$ cat src/rtl/ffra_pkg.sv
// ffra_pkg: shared constants, codes and control/status types of the
// first-fit range allocator. Used by ffra_ctrl, ffra_dp and the top level.
package ffra_pkg;

  localparam int HEAP_BYTES = 64 * 1024;
  localparam int MAX_RANGES = 64;
  localparam int WORD_BYTES = 8;
  localparam int MIN_BLOCK  = 2 * WORD_BYTES;

  localparam int ADDR_W = 16;                       // address field
  localparam int LEN_W  = 17;                       // length field
  localparam int SUM_W  = 18;                       // sums of address and length
  localparam int CNT_W  = $clog2(MAX_RANGES + 1);   // range count / index
  localparam int MEM_AW = $clog2(MAX_RANGES);       // table address

  typedef enum logic [1:0] {
    REQ_ALLOC = 2'd0,
    REQ_AT    = 2'd1,
    REQ_FREE  = 2'd2,
    REQ_BAD   = 2'd3
  } req_t;

  typedef enum logic [1:0] {
    ST_OK     = 2'd0,
    ST_NOFIT  = 2'd1,
    ST_REJECT = 2'd2,
    ST_FULL   = 2'd3
  } status_t;

  typedef enum logic [1:0] {RD_IDX, RD_INC, RD_DEC} rd_sel_t;

  typedef enum logic [3:0] {
    W_INIT, W_MOVE, W_SPLIT, W_AT_HEAD, W_GAP, W_FRONT, W_NEWR, W_EXT, W_MERGE
  } wsrc_t;

  typedef enum logic [2:0] {IDX_HOLD, IDX_ZERO, IDX_INC, IDX_DEC, IDX_CNT} idx_op_t;
  typedef enum logic [1:0] {CNT_HOLD, CNT_INC, CNT_DEC} cnt_op_t;
  typedef enum logic [1:0] {INS_HOLD, INS_IDX, INS_IDX1} ins_op_t;
  typedef enum logic [2:0] {N_HOLD, N_ALLOC, N_ROUND, N_RAW, N_AVAIL} n_op_t;
  typedef enum logic [1:0] {RA_ZERO, RA_RS, RA_ADDR} res_a_t;
  typedef enum logic [1:0] {RS_ZERO, RS_RL, RS_N, RS_NEFF} res_s_t;

  typedef struct packed {
    rd_sel_t rd_sel;
    logic    we;
    wsrc_t   wsrc;
    idx_op_t idx_op;
    cnt_op_t cnt_op;
    ins_op_t ins_op;
    n_op_t   n_op;
    logic    latch_in;
    logic    latch_cur;
    logic    calc;
    logic    res_set;
    res_a_t  res_a;
    res_s_t  res_s;
    status_t res_st;
  } cmd_t;

  typedef struct packed {
    logic a_mis;
    logic sz_zero;
    logic free_bad;
    logic idx_end;
    logic full;
    logic next_exists;
    logic add_more;
    logic fit;
    logic fit_small;
    logic a_lt_s;
    logic a_lt_end;
    logic a_le_end;
    logic bn_gt_s;
    logic bn_eq_s;
    logic av_lt_n;
    logic gap_bad;
    logic gap_zero;
    logic tail_small;
    logic n_ge;
  } stat_t;

endpackage

$ cat src/rtl/ffra_dp.sv
// ffra_dp: datapath of the allocator - range table memory, request
// registers, compare flags and result registers. Depends on ffra_pkg.
module ffra_dp (
  input  logic                     clk,
  input  logic                     rst,
  input  logic [39:0]              s_tdata,
  input  ffra_pkg::cmd_t           cmd,
  output ffra_pkg::stat_t          st,
  output logic [ffra_pkg::ADDR_W-1:0] res_addr,
  output logic [ffra_pkg::LEN_W-1:0]  res_size,
  output ffra_pkg::status_t        res_st
);
  import ffra_pkg::*;

  logic [ADDR_W-1:0] mem_s [MAX_RANGES];
  logic [LEN_W-1:0]  mem_l [MAX_RANGES];
  logic [ADDR_W-1:0] rd_s;
  logic [LEN_W-1:0]  rd_l;

  logic [ADDR_W-1:0] a_r;
  logic [LEN_W-1:0]  sz_r;
  logic [SUM_W-1:0]  nreg;
  logic [ADDR_W-1:0] cur_s;
  logic [LEN_W-1:0]  cur_l;
  logic [LEN_W-1:0]  cur_end;
  logic [LEN_W-1:0]  avail;
  logic [ADDR_W-1:0] gap;
  logic [CNT_W-1:0]  idx;
  logic [CNT_W-1:0]  cnt;
  logic [CNT_W-1:0]  ins;

  logic [MEM_AW-1:0] raddr;
  logic [MEM_AW-1:0] waddr;
  logic [ADDR_W-1:0] wr_s;
  logic [LEN_W-1:0]  wr_l;

  logic [SUM_W-1:0]  a18, sz18, rs18, rl18, av18, cl18;
  logic [SUM_W-1:0]  rnd, n_al, rend, bn, neff;
  logic [SUM_W-1:0]  sum_split_s, sum_head_s, sum_front_l, sum_ext_l, sum_merge_l;
  logic [SUM_W-1:0]  dif_split_l, dif_head_l;
  logic [CNT_W:0]    idx_p1;

  assign a18  = {{(SUM_W-ADDR_W){1'b0}}, a_r};
  assign sz18 = {{(SUM_W-LEN_W){1'b0}}, sz_r};
  assign rs18 = {{(SUM_W-ADDR_W){1'b0}}, rd_s};
  assign rl18 = {{(SUM_W-LEN_W){1'b0}}, rd_l};
  assign av18 = {{(SUM_W-LEN_W){1'b0}}, avail};
  assign cl18 = {{(SUM_W-LEN_W){1'b0}}, cur_l};

  // size rounded up to whole words, floor of two words for first fit
  assign rnd  = (sz18 + SUM_W'(WORD_BYTES - 1)) & ~SUM_W'(WORD_BYTES - 1);
  assign n_al = (rnd < SUM_W'(MIN_BLOCK)) ? SUM_W'(MIN_BLOCK) : rnd;

  assign rend = rs18 + rl18;
  assign bn   = a18 + nreg;
  assign neff = st.tail_small ? av18 : nreg;

  assign sum_split_s = rs18 + nreg;
  assign dif_split_l = rl18 - nreg;
  assign sum_head_s  = a18 + nreg;
  assign dif_head_l  = av18 - nreg;
  assign sum_front_l = rl18 + nreg;
  assign sum_ext_l   = cl18 + nreg;
  assign sum_merge_l = cl18 + nreg + rl18;
  assign idx_p1      = {1'b0, idx} + (CNT_W+1)'(1);

  always_comb begin
    st             = '0;
    st.a_mis       = a_r[$clog2(WORD_BYTES)-1:0] != '0;
    st.sz_zero     = sz_r == '0;
    st.free_bad    = (sz_r[$clog2(WORD_BYTES)-1:0] != '0) || (sz18 < SUM_W'(MIN_BLOCK)) ||
                     st.a_mis || ((a18 + sz18) > SUM_W'(HEAP_BYTES));
    st.idx_end     = idx >= cnt;
    st.full        = cnt == CNT_W'(MAX_RANGES);
    st.next_exists = idx_p1 < {1'b0, cnt};
    st.add_more    = idx > ins;
    st.fit         = rl18 >= nreg;
    st.fit_small   = dif_split_l < SUM_W'(MIN_BLOCK);
    st.a_lt_s      = a_r < rd_s;
    st.a_lt_end    = a18 < rend;
    st.a_le_end    = a18 <= rend;
    st.bn_gt_s     = bn > rs18;
    st.bn_eq_s     = bn == rs18;
    st.av_lt_n     = av18 < nreg;
    st.gap_zero    = gap == '0;
    st.gap_bad     = !st.gap_zero && (gap < ADDR_W'(MIN_BLOCK));
    st.tail_small  = (av18 > nreg) && (dif_head_l < SUM_W'(MIN_BLOCK));
    st.n_ge        = nreg >= av18;
  end

  always_comb begin
    case (cmd.rd_sel)
      RD_INC:  raddr = idx_p1[MEM_AW-1:0];
      RD_DEC:  raddr = MEM_AW'(idx - CNT_W'(1));
      default: raddr = idx[MEM_AW-1:0];
    endcase
  end

  assign waddr = idx[MEM_AW-1:0];

  always_comb begin
    case (cmd.wsrc)
      W_INIT:    begin wr_s = '0;    wr_l = LEN_W'(HEAP_BYTES); end
      W_MOVE:    begin wr_s = rd_s;  wr_l = rd_l; end
      W_SPLIT:   begin wr_s = sum_split_s[ADDR_W-1:0]; wr_l = dif_split_l[LEN_W-1:0]; end
      W_AT_HEAD: begin wr_s = sum_head_s[ADDR_W-1:0];  wr_l = dif_head_l[LEN_W-1:0]; end
      W_GAP:     begin wr_s = cur_s; wr_l = {1'b0, gap}; end
      W_FRONT:   begin wr_s = a_r;   wr_l = sum_front_l[LEN_W-1:0]; end
      W_NEWR:    begin wr_s = a_r;   wr_l = nreg[LEN_W-1:0]; end
      W_EXT:     begin wr_s = cur_s; wr_l = sum_ext_l[LEN_W-1:0]; end
      W_MERGE:   begin wr_s = cur_s; wr_l = sum_merge_l[LEN_W-1:0]; end
      default:   begin wr_s = rd_s;  wr_l = rd_l; end
    endcase
  end

  always_ff @(posedge clk) begin
    if (cmd.we) begin
      mem_s[waddr] <= wr_s;
      mem_l[waddr] <= wr_l;
    end
    rd_s <= mem_s[raddr];
    rd_l <= mem_l[raddr];
  end

  // payload registers
  always_ff @(posedge clk) begin
    if (cmd.latch_in) begin
      a_r  <= s_tdata[15:0];
      sz_r <= s_tdata[32:16];
    end
    case (cmd.n_op)
      N_ALLOC: nreg <= n_al;
      N_ROUND: nreg <= rnd;
      N_RAW:   nreg <= sz18;
      N_AVAIL: nreg <= av18;
      default: nreg <= nreg;
    endcase
    if (cmd.latch_cur) begin
      cur_s   <= rd_s;
      cur_l   <= rd_l;
      cur_end <= rend[LEN_W-1:0];
    end
    if (cmd.calc) begin
      avail <= cur_end - {1'b0, a_r};
      gap   <= a_r - cur_s;
    end
    if (cmd.res_set) begin
      case (cmd.res_a)
        RA_RS:   res_addr <= rd_s;
        RA_ADDR: res_addr <= a_r;
        default: res_addr <= '0;
      endcase
      case (cmd.res_s)
        RS_RL:   res_size <= rd_l;
        RS_N:    res_size <= nreg[LEN_W-1:0];
        RS_NEFF: res_size <= neff[LEN_W-1:0];
        default: res_size <= '0;
      endcase
      res_st <= cmd.res_st;
    end
  end

  // table bookkeeping
  always_ff @(posedge clk) begin
    if (rst) begin
      idx <= '0;
      cnt <= CNT_W'(1);
      ins <= '0;
    end else begin
      case (cmd.idx_op)
        IDX_ZERO: idx <= '0;
        IDX_INC:  idx <= idx + CNT_W'(1);
        IDX_DEC:  idx <= idx - CNT_W'(1);
        IDX_CNT:  idx <= cnt;
        default:  idx <= idx;
      endcase
      case (cmd.cnt_op)
        CNT_INC: cnt <= cnt + CNT_W'(1);
        CNT_DEC: cnt <= cnt - CNT_W'(1);
        default: cnt <= cnt;
      endcase
      case (cmd.ins_op)
        INS_IDX:  ins <= idx;
        INS_IDX1: ins <= idx_p1[CNT_W-1:0];
        default:  ins <= ins;
      endcase
    end
  end

  a_cnt_range: assert property (@(posedge clk) disable iff (rst)
    cnt <= CNT_W'(MAX_RANGES)) else $error("range count beyond table depth");
  a_grow_room: assert property (@(posedge clk) disable iff (rst)
    cmd.cnt_op == CNT_INC |-> !st.full) else $error("insert into full table");
  a_shrink: assert property (@(posedge clk) disable iff (rst)
    cmd.cnt_op == CNT_DEC |-> cnt != '0) else $error("drop from empty table");
  a_wr_in_table: assert property (@(posedge clk) disable iff (rst)
    cmd.we |-> idx < CNT_W'(MAX_RANGES)) else $error("table write out of range");

endmodule

$ cat src/rtl/ffra_ctrl.sv
// ffra_ctrl: sequencer of the allocator - scans the range table, drives
// shifts and writes in ffra_dp, runs the handshakes. Depends on ffra_pkg.
module ffra_ctrl (
  input  logic                 clk,
  input  logic                 rst,
  input  logic                 s_tvalid,
  input  logic [1:0]           s_tuser,
  output logic                 s_tready,
  output logic                 m_tvalid,
  input  logic                 m_tready,
  input  ffra_pkg::stat_t      st,
  output ffra_pkg::cmd_t       cmd
);
  import ffra_pkg::*;

  typedef enum logic [13:0] {
    S_INIT       = 14'b00000000000001,
    S_IDLE       = 14'b00000000000010,
    S_DISP       = 14'b00000000000100,
    S_LOAD       = 14'b00000000001000,
    S_CHECK      = 14'b00000000010000,
    S_AT_CALC    = 14'b00000000100000,
    S_AT_DEC     = 14'b00000001000000,
    S_NEXT_LOAD  = 14'b00000010000000,
    S_NEXT_CHECK = 14'b00000100000000,
    S_DROP_TEST  = 14'b00001000000000,
    S_DROP_WR    = 14'b00010000000000,
    S_ADD_TEST   = 14'b00100000000000,
    S_ADD_WR     = 14'b01000000000000,
    S_RESP       = 14'b10000000000000
  } state_t;

  state_t state, state_next;
  req_t   req;

  function automatic cmd_t answer(cmd_t c, res_a_t ra, res_s_t rs, status_t code);
    cmd_t r;
    r         = c;
    r.res_set = 1'b1;
    r.res_a   = ra;
    r.res_s   = rs;
    r.res_st  = code;
    return r;
  endfunction

  assign s_tready = state == S_IDLE;
  assign m_tvalid = state == S_RESP;

  always_ff @(posedge clk) begin
    if (rst) begin
      state <= S_INIT;
      req   <= REQ_ALLOC;
    end else begin
      state <= state_next;
      if (s_tvalid && s_tready) req <= req_t'(s_tuser);
    end
  end

  always_comb begin
    cmd        = '0;
    cmd.rd_sel = RD_IDX;
    cmd.wsrc   = W_MOVE;
    cmd.idx_op = IDX_HOLD;
    cmd.cnt_op = CNT_HOLD;
    cmd.ins_op = INS_HOLD;
    cmd.n_op   = N_HOLD;
    cmd.res_a  = RA_ZERO;
    cmd.res_s  = RS_ZERO;
    cmd.res_st = ST_OK;
    state_next = state;
    case (state)
      S_INIT: begin
        cmd.we     = 1'b1;
        cmd.wsrc   = W_INIT;
        state_next = S_IDLE;
      end
      S_IDLE: begin
        cmd.latch_in = 1'b1;
        if (s_tvalid) state_next = S_DISP;
      end
      S_DISP: begin
        cmd.idx_op = IDX_ZERO;
        state_next = S_LOAD;
        case (req)
          REQ_ALLOC: cmd.n_op = N_ALLOC;
          REQ_AT: begin
            cmd.n_op = N_ROUND;
            if (st.a_mis || st.sz_zero) begin
              cmd        = answer(cmd, RA_ZERO, RS_ZERO, ST_REJECT);
              state_next = S_RESP;
            end
          end
          REQ_FREE: begin
            cmd.n_op = N_RAW;
            if (st.sz_zero) begin
              cmd        = answer(cmd, RA_ZERO, RS_ZERO, ST_OK);
              state_next = S_RESP;
            end else if (st.free_bad) begin
              cmd        = answer(cmd, RA_ZERO, RS_ZERO, ST_REJECT);
              state_next = S_RESP;
            end
          end
          default: begin
            cmd        = answer(cmd, RA_ZERO, RS_ZERO, ST_REJECT);
            state_next = S_RESP;
          end
        endcase
      end
      S_LOAD: begin
        if (!st.idx_end) begin
          state_next = S_CHECK;
        end else if (req != REQ_FREE) begin
          cmd        = answer(cmd, RA_ZERO, RS_ZERO, ST_NOFIT);
          state_next = S_RESP;
        end else if (st.full) begin
          cmd        = answer(cmd, RA_ZERO, RS_ZERO, ST_FULL);
          state_next = S_RESP;
        end else begin
          // append past the last range: idx already equals the count
          cmd        = answer(cmd, RA_ZERO, RS_ZERO, ST_OK);
          cmd.ins_op = INS_IDX;
          state_next = S_ADD_TEST;
        end
      end
      S_CHECK: begin
        cmd.latch_cur = 1'b1;
        cmd.idx_op    = IDX_INC;
        state_next    = S_LOAD;
        case (req)
          REQ_ALLOC: begin
            if (st.fit) begin
              cmd.idx_op = IDX_HOLD;
              if (st.fit_small) begin
                cmd        = answer(cmd, RA_RS, RS_RL, ST_OK);
                state_next = S_DROP_TEST;
              end else begin
                cmd        = answer(cmd, RA_RS, RS_N, ST_OK);
                cmd.we     = 1'b1;
                cmd.wsrc   = W_SPLIT;
                state_next = S_RESP;
              end
            end
          end
          REQ_AT: begin
            if (st.a_lt_s) begin
              cmd.idx_op = IDX_HOLD;
              cmd        = answer(cmd, RA_ZERO, RS_ZERO, ST_NOFIT);
              state_next = S_RESP;
            end else if (st.a_lt_end) begin
              cmd.idx_op = IDX_HOLD;
              state_next = S_AT_CALC;
            end
          end
          default: begin
            if (st.a_le_end) begin
              cmd.idx_op = IDX_HOLD;
              if (!st.a_lt_end) begin
                // released block starts right at the end of this range
                state_next = S_NEXT_LOAD;
              end else if (st.bn_gt_s) begin
                cmd        = answer(cmd, RA_ZERO, RS_ZERO, ST_REJECT);
                state_next = S_RESP;
              end else if (st.bn_eq_s) begin
                cmd        = answer(cmd, RA_ZERO, RS_ZERO, ST_OK);
                cmd.we     = 1'b1;
                cmd.wsrc   = W_FRONT;
                state_next = S_RESP;
              end else if (st.full) begin
                cmd        = answer(cmd, RA_ZERO, RS_ZERO, ST_FULL);
                state_next = S_RESP;
              end else begin
                cmd        = answer(cmd, RA_ZERO, RS_ZERO, ST_OK);
                cmd.ins_op = INS_IDX;
                cmd.idx_op = IDX_CNT;
                state_next = S_ADD_TEST;
              end
            end
          end
        endcase
      end
      S_AT_CALC: begin
        cmd.calc   = 1'b1;
        state_next = S_AT_DEC;
      end
      S_AT_DEC: begin
        state_next = S_RESP;
        if (st.av_lt_n) begin
          cmd = answer(cmd, RA_ZERO, RS_ZERO, ST_NOFIT);
        end else if (st.gap_bad) begin
          cmd = answer(cmd, RA_ZERO, RS_ZERO, ST_REJECT);
        end else begin
          cmd = answer(cmd, RA_ADDR, RS_NEFF, ST_OK);
          if (st.tail_small) cmd.n_op = N_AVAIL;
          if (st.gap_zero) begin
            if (st.n_ge || st.tail_small) begin
              state_next = S_DROP_TEST;
            end else begin
              cmd.we   = 1'b1;
              cmd.wsrc = W_AT_HEAD;
            end
          end else if (st.n_ge || st.tail_small) begin
            cmd.we   = 1'b1;
            cmd.wsrc = W_GAP;
          end else if (st.full) begin
            cmd = answer(cmd, RA_ZERO, RS_ZERO, ST_FULL);
          end else begin
            // keep the gap here, the tail goes in one slot up
            cmd.we     = 1'b1;
            cmd.wsrc   = W_GAP;
            cmd.ins_op = INS_IDX1;
            cmd.idx_op = IDX_CNT;
            state_next = S_ADD_TEST;
          end
        end
      end
      S_NEXT_LOAD: begin
        cmd.rd_sel = RD_INC;
        if (st.next_exists) begin
          state_next = S_NEXT_CHECK;
        end else begin
          cmd        = answer(cmd, RA_ZERO, RS_ZERO, ST_OK);
          cmd.we     = 1'b1;
          cmd.wsrc   = W_EXT;
          state_next = S_RESP;
        end
      end
      S_NEXT_CHECK: begin
        state_next = S_RESP;
        if (st.bn_gt_s) begin
          cmd = answer(cmd, RA_ZERO, RS_ZERO, ST_REJECT);
        end else if (st.bn_eq_s) begin
          cmd        = answer(cmd, RA_ZERO, RS_ZERO, ST_OK);
          cmd.we     = 1'b1;
          cmd.wsrc   = W_MERGE;
          cmd.idx_op = IDX_INC;
          state_next = S_DROP_TEST;
        end else begin
          cmd      = answer(cmd, RA_ZERO, RS_ZERO, ST_OK);
          cmd.we   = 1'b1;
          cmd.wsrc = W_EXT;
        end
      end
      S_DROP_TEST: begin
        cmd.rd_sel = RD_INC;
        if (st.next_exists) begin
          state_next = S_DROP_WR;
        end else begin
          cmd.cnt_op = CNT_DEC;
          state_next = S_RESP;
        end
      end
      S_DROP_WR: begin
        cmd.we     = 1'b1;
        cmd.wsrc   = W_MOVE;
        cmd.idx_op = IDX_INC;
        state_next = S_DROP_TEST;
      end
      S_ADD_TEST: begin
        cmd.rd_sel = RD_DEC;
        if (st.add_more) begin
          state_next = S_ADD_WR;
        end else begin
          cmd.we     = 1'b1;
          cmd.wsrc   = (req == REQ_AT) ? W_AT_HEAD : W_NEWR;
          cmd.cnt_op = CNT_INC;
          state_next = S_RESP;
        end
      end
      S_ADD_WR: begin
        cmd.we     = 1'b1;
        cmd.wsrc   = W_MOVE;
        cmd.idx_op = IDX_DEC;
        state_next = S_ADD_TEST;
      end
      S_RESP: begin
        if (m_tready) state_next = S_IDLE;
      end
      default: state_next = S_IDLE;
    endcase
  end

  a_no_overlap: assert property (@(posedge clk) disable iff (rst)
    !(s_tready && m_tvalid)) else $error("input and output open together");
  a_result_set: assert property (@(posedge clk) disable iff (rst)
    (state_next == S_RESP && state != S_RESP && state != S_DROP_TEST &&
     state != S_ADD_TEST) |-> cmd.res_set) else $error("result not loaded");
  a_no_write_idle: assert property (@(posedge clk) disable iff (rst)
    (state == S_IDLE || state == S_RESP) |-> !cmd.we) else $error("table write at rest");

endmodule

$ cat src/rtl/first_fit_range_allocator_unit.sv
// first_fit_range_allocator_unit: top level of the first-fit range allocator.
// Instantiates ffra_ctrl and ffra_dp; depends on ffra_pkg.
//
//  channel  dir  signals                        beat content
//  s_       in   tvalid tready tdata tuser      request: tuser req_type, tdata address/size
//  m_       out  tvalid tready tdata tuser      result:  tdata address/granted size, tuser status
//
// One request at a time. The table is scanned one entry after another, and on insert or
// removal entries are shifted one slot at a time; scanned and shifted entries together
// never exceed the range count.
// After rst the S_INIT state writes the initial range before s_tready rises.
// A result waits in its register while m_tready is low; no new beat is taken then.
module first_fit_range_allocator_unit (
  input  logic        clk,
  input  logic        rst,
  input  logic        s_tvalid,
  output logic        s_tready,
  input  logic [39:0] s_tdata,   // [15:0] address, [32:16] size_bytes, rest zero
  input  logic [1:0]  s_tuser,   // [1:0] req_type
  output logic        m_tvalid,
  input  logic        m_tready,
  output logic [39:0] m_tdata,   // [15:0] result_address, [32:16] granted_size, rest zero
  output logic [1:0]  m_tuser    // [1:0] status
);
  import ffra_pkg::*;

  cmd_t              cmd;
  stat_t             st;
  logic [ADDR_W-1:0] res_addr;
  logic [LEN_W-1:0]  res_size;
  status_t           res_st;

  ffra_ctrl u_ctrl (
    .clk      (clk),
    .rst      (rst),
    .s_tvalid (s_tvalid),
    .s_tuser  (s_tuser),
    .s_tready (s_tready),
    .m_tvalid (m_tvalid),
    .m_tready (m_tready),
    .st       (st),
    .cmd      (cmd)
  );

  ffra_dp u_dp (
    .clk      (clk),
    .rst      (rst),
    .s_tdata  (s_tdata),
    .cmd      (cmd),
    .st       (st),
    .res_addr (res_addr),
    .res_size (res_size),
    .res_st   (res_st)
  );

  assign m_tdata = {7'd0, res_size, res_addr};
  assign m_tuser = res_st;

endmodule

$ cat config.mk
export PLATFORM = sky130hd
export DESIGN_NAME = first_fit_range_allocator_unit
export DESIGN_NICKNAME = d
export VERILOG_FILES = /design/src/rtl/ffra_pkg.sv /design/src/rtl/ffra_dp.sv /design/src/rtl/ffra_ctrl.sv /design/src/rtl/first_fit_range_allocator_unit.sv
export SDC_FILE = /design/constraint.sdc
export NUM_CORES = 2
export LEC_CHECK = 0
export ABC_AREA = 1
export BUFFER_PORTS_ARGS = -buffer_cell sky130_fd_sc_hd__buf_4
export CORE_MARGIN = 2
export CORE_UTILIZATION = 53
export CTS_CLUSTER_SIZE = 28
export DETAILED_ROUTE_END_ITERATION = 12
export PLACE_DENSITY = 0.69
export SKIP_LAST_GASP = 1
export SLEW_MARGIN = 30
export SYNTH_ARGS = -nofsm -noshare
export SYNTH_HDL_FRONTEND = slang
export SYNTH_SLANG_ARGS = --single-unit
$ cat constraint.sdc
create_clock -name clk -period 10.8 [get_ports clk]
set_input_delay 0.54 -clock clk [delete_from_list [all_inputs] [get_ports clk]]
set_output_delay 0.54 -clock clk [all_outputs]
set_load 0.02 [all_outputs]
## Yosys cells after proc, flatten, opt, wreduce, memory -nomap -nowiden

Memories as Yosys holds them, arrays and structs flattened. A register that Yosys moved wholly into a read port is not among the register bits.
Index checks and enable logic that the tools add are counted.

- Memory bits (read-only): 0
- Flip-flop bits (word level): 206
- Word-level logic and storage cells: 211
- Output and inout bits: 44
- Memories kept: 2
- Bits in latches: 0
- Bits in writable memories: 2112
- Bits of input ports: 46

Memories:

| name | words | bits a word | read ports | clocked after memory_dff | write ports | line | RTL |
|---|---|---|---|---|---|---|---|
| u_dp.mem_l | 64 | 17 | 1 | 1 | 1 | ffra_dp.sv:16 | `logic [LEN_W-1:0] mem_l [MAX_RANGES];` |
| u_dp.mem_s | 64 | 16 | 1 | 1 | 1 | ffra_dp.sv:15 | `logic [ADDR_W-1:0] mem_s [MAX_RANGES];` |

- Multipliers: 0
- Reduce and logical (&&, ||, !) cells: 23
- Eq/ne operators: 47
- Multiplexer cells: 89
- Shifts and indexed selects: 0
- $lt $le $gt $ge: 17
- Div/mod/pow operators: 0
- Bitwise operators: 0
- $add $sub $neg: 17

Operators with widths:

| cell | count |
|---|---|
| $mux 14 | 26 |
| $mux 27 | 9 |
| $pmux 14 s13 | 1 |
| $pmux 17 s8 | 1 |
| $mux 25 | 4 |
| $pmux 16 s5 | 1 |
| $pmux 18 s4 | 1 |
| $mux 20 | 3 |
| $pmux 14 s2 | 2 |
| $lt 18x5->1 const B | 3 |
| $pmux 27 s2 | 1 |
| $add 17x17->17 | 3 |
| $pmux 17 s3 | 1 |
| $pmux 5 s9 | 1 |
| $pmux 14 s3 | 1 |
| $pmux 7 s6 | 1 |
| $add 16x17->18 | 2 |
| $sub 17x18->18 | 2 |
| $pmux 16 s2 | 1 |
| $pmux 2 s8 | 2 |
| $pmux 10 s3 | 1 |
| $pmux 5 s6 | 1 |
| $pmux 7 s2 | 2 |
| $pmux 7 s4 | 1 |
| other kinds (76) | 122 |

## Longest topological paths before layout

- Depth in word-level cells: 12
- Gate-level depth with buffers: 37
- Mapped depth without buffers: 36

## Cells and area by module

A second synthesis with hierarchy kept.

- Cells, all modules: 9918
- Area total of the unflattened synthesis: 106763.6 um2

By module, submodules not included:

| module | times used | area each (um2) | sequential area each (um2) | cells each |
|---|---|---|---|---|
| ffra_dp | 1 | 104993.2 | 69576.7 | 9624 |
| ffra_ctrl | 1 | 1714.1 | 320.3 | 286 |
| first_fit_range_allocator_unit | 1 | 56.3 | 0.0 | 8 |

## Least setup slack after synthesis

Ideal clock, no wire load.

- Path type: flip-flop to flip-flop
- Start: register u_dp.nreg[1]
- End: memory u_dp.mem_l[0][12] (data pin)
- Cell stages (with the launch flop): 35
- Setup time: 671 ps
- Required time: 10129 ps
- Path buffers: 1
- Clock period less this slack: 7020 ps
- Path slack: 3780 ps
- Data arrival time: 6349 ps
- Cells stage by stage: edfxtp_1 > inv_1 > fa_1 > o21ai_1 > nand2_1 > nand2_1 > a21oi_1 > o21bai_1 > xor2_1 > ha_1 > nand2_1 > inv_1 > nand2_1 > nor2_1 > and3_1 > and3_1 > nand2_4 > nor2_4 > clkbuf_1 > o21ai_0 > ha_1 > fa_1 > nand3_1 > nand2_1 > nand2_1 > o211ai_1 > a21oi_1 > o21bai_1 > a21oi_1 > nor2_1 > nor2_1 > xor2_1 > o22ai_1 > nor2_1 > nand4_1

- Word-level cells in the longest chain between the ends: 11
- Elaborated cells between the ends (all ways): 40
- Those cells by class: add/sub (6); order compare (7); eq/ne (8); mux (16); reduce/logical (3)

RTL lines:

| what | line | RTL |
|---|---|---|
| start: declaration | ffra_dp.sv:22 | `logic [SUM_W-1:0] nreg;` |
| start signal: assignment | ffra_dp.sv:132 | `N_ALLOC: nreg <= n_al;` |
| start signal: assignment | ffra_dp.sv:133 | `N_ROUND: nreg <= rnd;` |
| start signal: assignment | ffra_dp.sv:134 | `N_RAW: nreg <= sz18;` |
| $sub 17x18->18 | ffra_dp.sv:61 | `assign dif_head_l = av18 - nreg;` |
| $lt 18x5->1 | ffra_dp.sv:87 | `st.tail_small = (av18 > nreg) && (dif_head_l < SUM_W'(MIN_BLOCK));` |
| $logic_and 1x1->1 | ffra_dp.sv:87 |  |
| $logic_or 1x1->1 | ffra_ctrl.sv:195, ffra_ctrl.sv:201 |  |
| $mux 5 (on tied branches) | ffra_ctrl.sv:201, ffra_ctrl.sv:195 |  |
| $mux 5 | ffra_ctrl.sv:194 | `if (st.gap_zero) begin` |
| $mux 25 | ffra_ctrl.sv:189 | `end else if (st.gap_bad) begin` |
| $mux 27 | ffra_ctrl.sv:187 | `if (st.av_lt_n) begin` |
| $pmux 5 s9 | ffra_ctrl.sv:71 | `case (state)` |
| $eq 4x4->1, or another cell as far along | ffra_dp.sv:102 | `case (cmd.wsrc)` |
| $pmux 17 s8 * | ffra_dp.sv:102 |  |
| net u_dp.wr_l[12] | ffra_dp.sv:35 | `logic [LEN_W-1:0] wr_l;` |
| end: declaration | ffra_dp.sv:16 |  |

The timed path passes the listed nets; every way through them passes the cells marked *.

## Final worst setup path

- Start: register u_dp.nreg[1]
- End: memory u_dp.mem_l[17][16] (data pin)

Same word-level chain as after synthesis.

==> results.sh <==
export IMPL_outcome="finished, final reports clean"
export IMPL_yosys_area_top_type="edfxtp_1"
export IMPL_grt_busiest_layer="met2"
export IMPL_combPwrFrac=0.043
export IMPL_synth_cell_types=65
export IMPL_first_pass_iters=6
export IMPL_fmax_mhz=124
export IMPL_async_flop_share=0
export IMPL_yosysSeqAreaShare=0.670
export IMPL_layout_nets=9280
export IMPL_routed_via_density=6.29
export IMPL_power_internal_w=0.0149
export IMPL_utilization=0.596
export IMPL_finalSetupTns_ns=0
export IMPL_synth_top_cell_area_share=0.656
export IMPL_power_density_nw_per_um2=164
export IMPL_p_sw_frac=0.215
export IMPL_die_x_um=448
export IMPL_use_met3=0.0549
export IMPL_worstPathArrival_ns=8.63
export IMPL_use_met1=0.427
export IMPL_root_buffer="clkbuf_16"
export IMPL_final_setup_skew_ns=0.0324
export IMPL_p_seq_frac=0.534
export IMPL_ys_ff_latch=2351
export IMPL_ant_nets=0
export IMPL_synthTopCellsByCount="2,281 x edfxtp_1, 2,017 x nor2_1, 885 x o21ai_0"
export IMPL_drive_gt1_frac=0.0783
export IMPL_hold_viol=0
export IMPL_grt_max_degree=227
export IMPL_area_growth_pct=11.5
export IMPL_critical_path_class="register to register"
export IMPL_relSlewSlack=0.241
export IMPL_worstMarginPinSlew_ns=1.13
export IMPL_p_switching_w=0.00410
export IMPL_avgSynthCellArea_um2=11.7
export IMPL_p_total_w=0.0190
export IMPL_track_usage=0.306
export IMPL_fp_row_count=162
export IMPL_die_area_um2=200000
export IMPL_drt_iter0_markers=10200
export IMPL_grt_first_pass_wirelength_mm=450
export IMPL_tritoncts="yes"
export IMPL_vias=74200
export IMPL_clock_path_buffers=3
export IMPL_drc_errors=0
export IMPL_cp_max_fo=64
export IMPL_antenna_found_initial=7
export IMPL_clkTransAtPathRegs_ns=0.06
export IMPL_dpl_worst_slack_ns=2.92
export IMPL_drt_wirelength_per_cell_um=26.4
export IMPL_yosysMostFrequentCell="edfxtp_1"
export IMPL_use_met2=0.467
export IMPL_cp_required_ns=11.36
export IMPL_synth_area_um2=104000
export IMPL_clock_latency_ns=0.89
export IMPL_overflow=0
export IMPL_rsz0062_at_grt="false"
export IMPL_start_kind="register"
export IMPL_gp_congestion=0.967
export IMPL_critPathMostFrequentCell="nand2_1"
export IMPL_drv_slew=0
export IMPL_critPathMaxStageDelay_ns=0.71
export IMPL_leakagePower_nw=39.5
export IMPL_start_util=0.535
export IMPL_io_pins=90
export IMPL_grt_pass1_vias=69700
export IMPL_finalSetupViolCount=0
export IMPL_hpwl_mm=176
export IMPL_power_share_clock=0.423
export IMPL_min_period_over_period=0.747
export IMPL_synthTopCellsByArea="edfxtp_1 66%, nor2_1 7.3%, o32ai_1 4.4%"
export IMPL_die_height_um=448
export IMPL_cp_end_kind="register"
export IMPL_wl_mm=311
export IMPL_hold_class="primary input to register"
export IMPL_ys_flop_type="edfxtp_1"
export IMPL_cts_htree_levels=4
export IMPL_fp_coreArea_um2=195000
export IMPL_numCtsBuffers=229
export IMPL_critPathSlowestCell="edfxtp_1"
export IMPL_maxCapViolCount=0
export IMPL_cts_sinks=2351
export IMPL_synth_edf_count=2281
export IMPL_layout_setup_ws_ns=2.73
export IMPL_port_buffers=75
export IMPL_max_vdd_ir_drop_uv=203
export IMPL_synth_cells=8954
export IMPL_yosysWarnings=0
export IMPL_layout_min_cycle_time_ns=8.07
==> layout by cell type (no fill, tap or decap), types with 11 or more instances in the layout <==
cell type,instances
a21o_1,15
a21oi_1,241
a22oi_1,17
buf_12,15
buf_4,236
bufinv_16,28
clkbuf_1,42
clkbuf_16,232
clkinv_1,56
clkinv_2,42
dfxtp_1,70
dlygate4sd3_1,38
edfxtp_1,2281
fa_1,11
ha_1,246
inv_1,410
inv_2,14
mux2i_1,13
nand2_1,722
nand3_1,235
nand3_2,11
nand4_1,109
nor2_1,1954
nor2_4,66
nor3_1,45
nor4_1,23
o2111ai_1,15
o211ai_1,113
o21ai_0,883
o21ai_1,13
o21bai_1,121
o221ai_1,31
o22ai_1,32
o32ai_1,519
or2_2,12
xnor2_1,30
xor2_1,99
==> power groups by stage <==
| stage | sequential, W | combinational (W) | clock [W] |
|---|---|---|---|
| after global placement | 0.0104 | 0.000761 | 0 |
| after global routing | 0.0102 | 0.000875 | 0.00848 |
| after floorplan | 0.0104 | 0.000451 | 0 |
| final | 0.0102 | 0.000809 | 0.00806 |
| after CTS | 0.0102 | 0.000795 | 0.00814 |
| after detailed placement | 0.0104 | 0.000780 | 0 |
==> worst max-delay path: cells and delay by family, from the launching register on <==
kind / cells / cell delay (ns)
adders and majority gates: 4 / 1.44
buffers and inverters: 4 / 1.13
DFF: 1 / 0.71
xor gates and xnor gates: 1 / 0.25
AOI/OAI and AO/OA: 9 / 1.72
and+or+nand+nor: 16 / 2.35
==> final timing paths <==
path                                    from                 end  slack [ns]  cells after the start
worst min register to register   u_dp.ins[6]         u_dp.ins[6]        0.49                      2
worst min-delay path                m_tready     u_ctrl.state[1]        0.12                      5
worst max-delay path            u_dp.nreg[1]  u_dp.mem_l[17][16]        2.73                     34
worst max register to register  u_dp.nreg[1]  u_dp.mem_l[17][16]        2.73                     34
==> stage by stage <==
step	area, um^2	cells	hold slack (ns)
detailed placement	108000	11300	0.480
finish	116000	11800	0.125
global route	116000	11800	0.175
floorplan	104000	8960	0.458
global placement	108000	11300	0.471
CTS	116000	11800	0.0858
==> cells by family (layout without fill, tap and decap cells) <==
logic type / count (synthesis) / in the layout / synth area share
simple gates: 3208 / 3208 / 0.124
flops: 2351 / 2351 / 0.670
compound gates: 2057 / 2057 / 0.127
buf+inv: 938 / 1149 / 0.0349
fa+ha+maj: 257 / 257 / 0.0316
xor+xnor: 129 / 129 / 0.0108
mux: 13 / 13 / 0.00125
other cells: 1 / 12 / 0.0000359
==> registers in the layout (all words and copies together) (netlist names), 14 cells and up <==
register	flops
u_dp.rd_s	16
u_dp.a_r	16
u_dp.gap	16
u_dp.sz_r	17
u_dp.res_addr	16
u_dp.res_size	17
u_dp.rd_l	17
u_dp.mem_l	1088
u_dp.cur_s	16
u_dp.nreg	18
u_ctrl.state	14
u_dp.cur_l	17
u_dp.avail	17
u_dp.cur_end	17
u_dp.mem_s	1024
==> layer usage <==
metal | up-vias | wire length (um) | part of all wire
li1 | 32900 | - | -
met1 | 36700 | 124000 | 0.40
met2 | 3950 | 140000 | 0.45
met3 | 673 | 31300 | 0.10
met4 | 2 | 15500 | 0.050
met5 | - | 76 | 0.00024
==> final cells by class <==
type / instances / area (um^2)
Timing Repair Buffer: 293 / 2550
Inverter: 431 / 1650
Fill cell: 15200 / 78800
Antenna cell: 5 / 12.5
Clock inverter: 150 / 1580
Multi-Input combinational cell: 5671 / 31400
Clock buffer: 275 / 5980
Tap cell: 2624 / 3280
Sequential cell: 2351 / 69900
==> what timing repair did <==
item	4_1_cts	5_1_grt
endpoints found under the hold margin	38	0
gates resized for setup	0	0
hold buffers	38	0
buffers inserted	0	0
No activity file was read; power rests on OpenSTA's default activity.
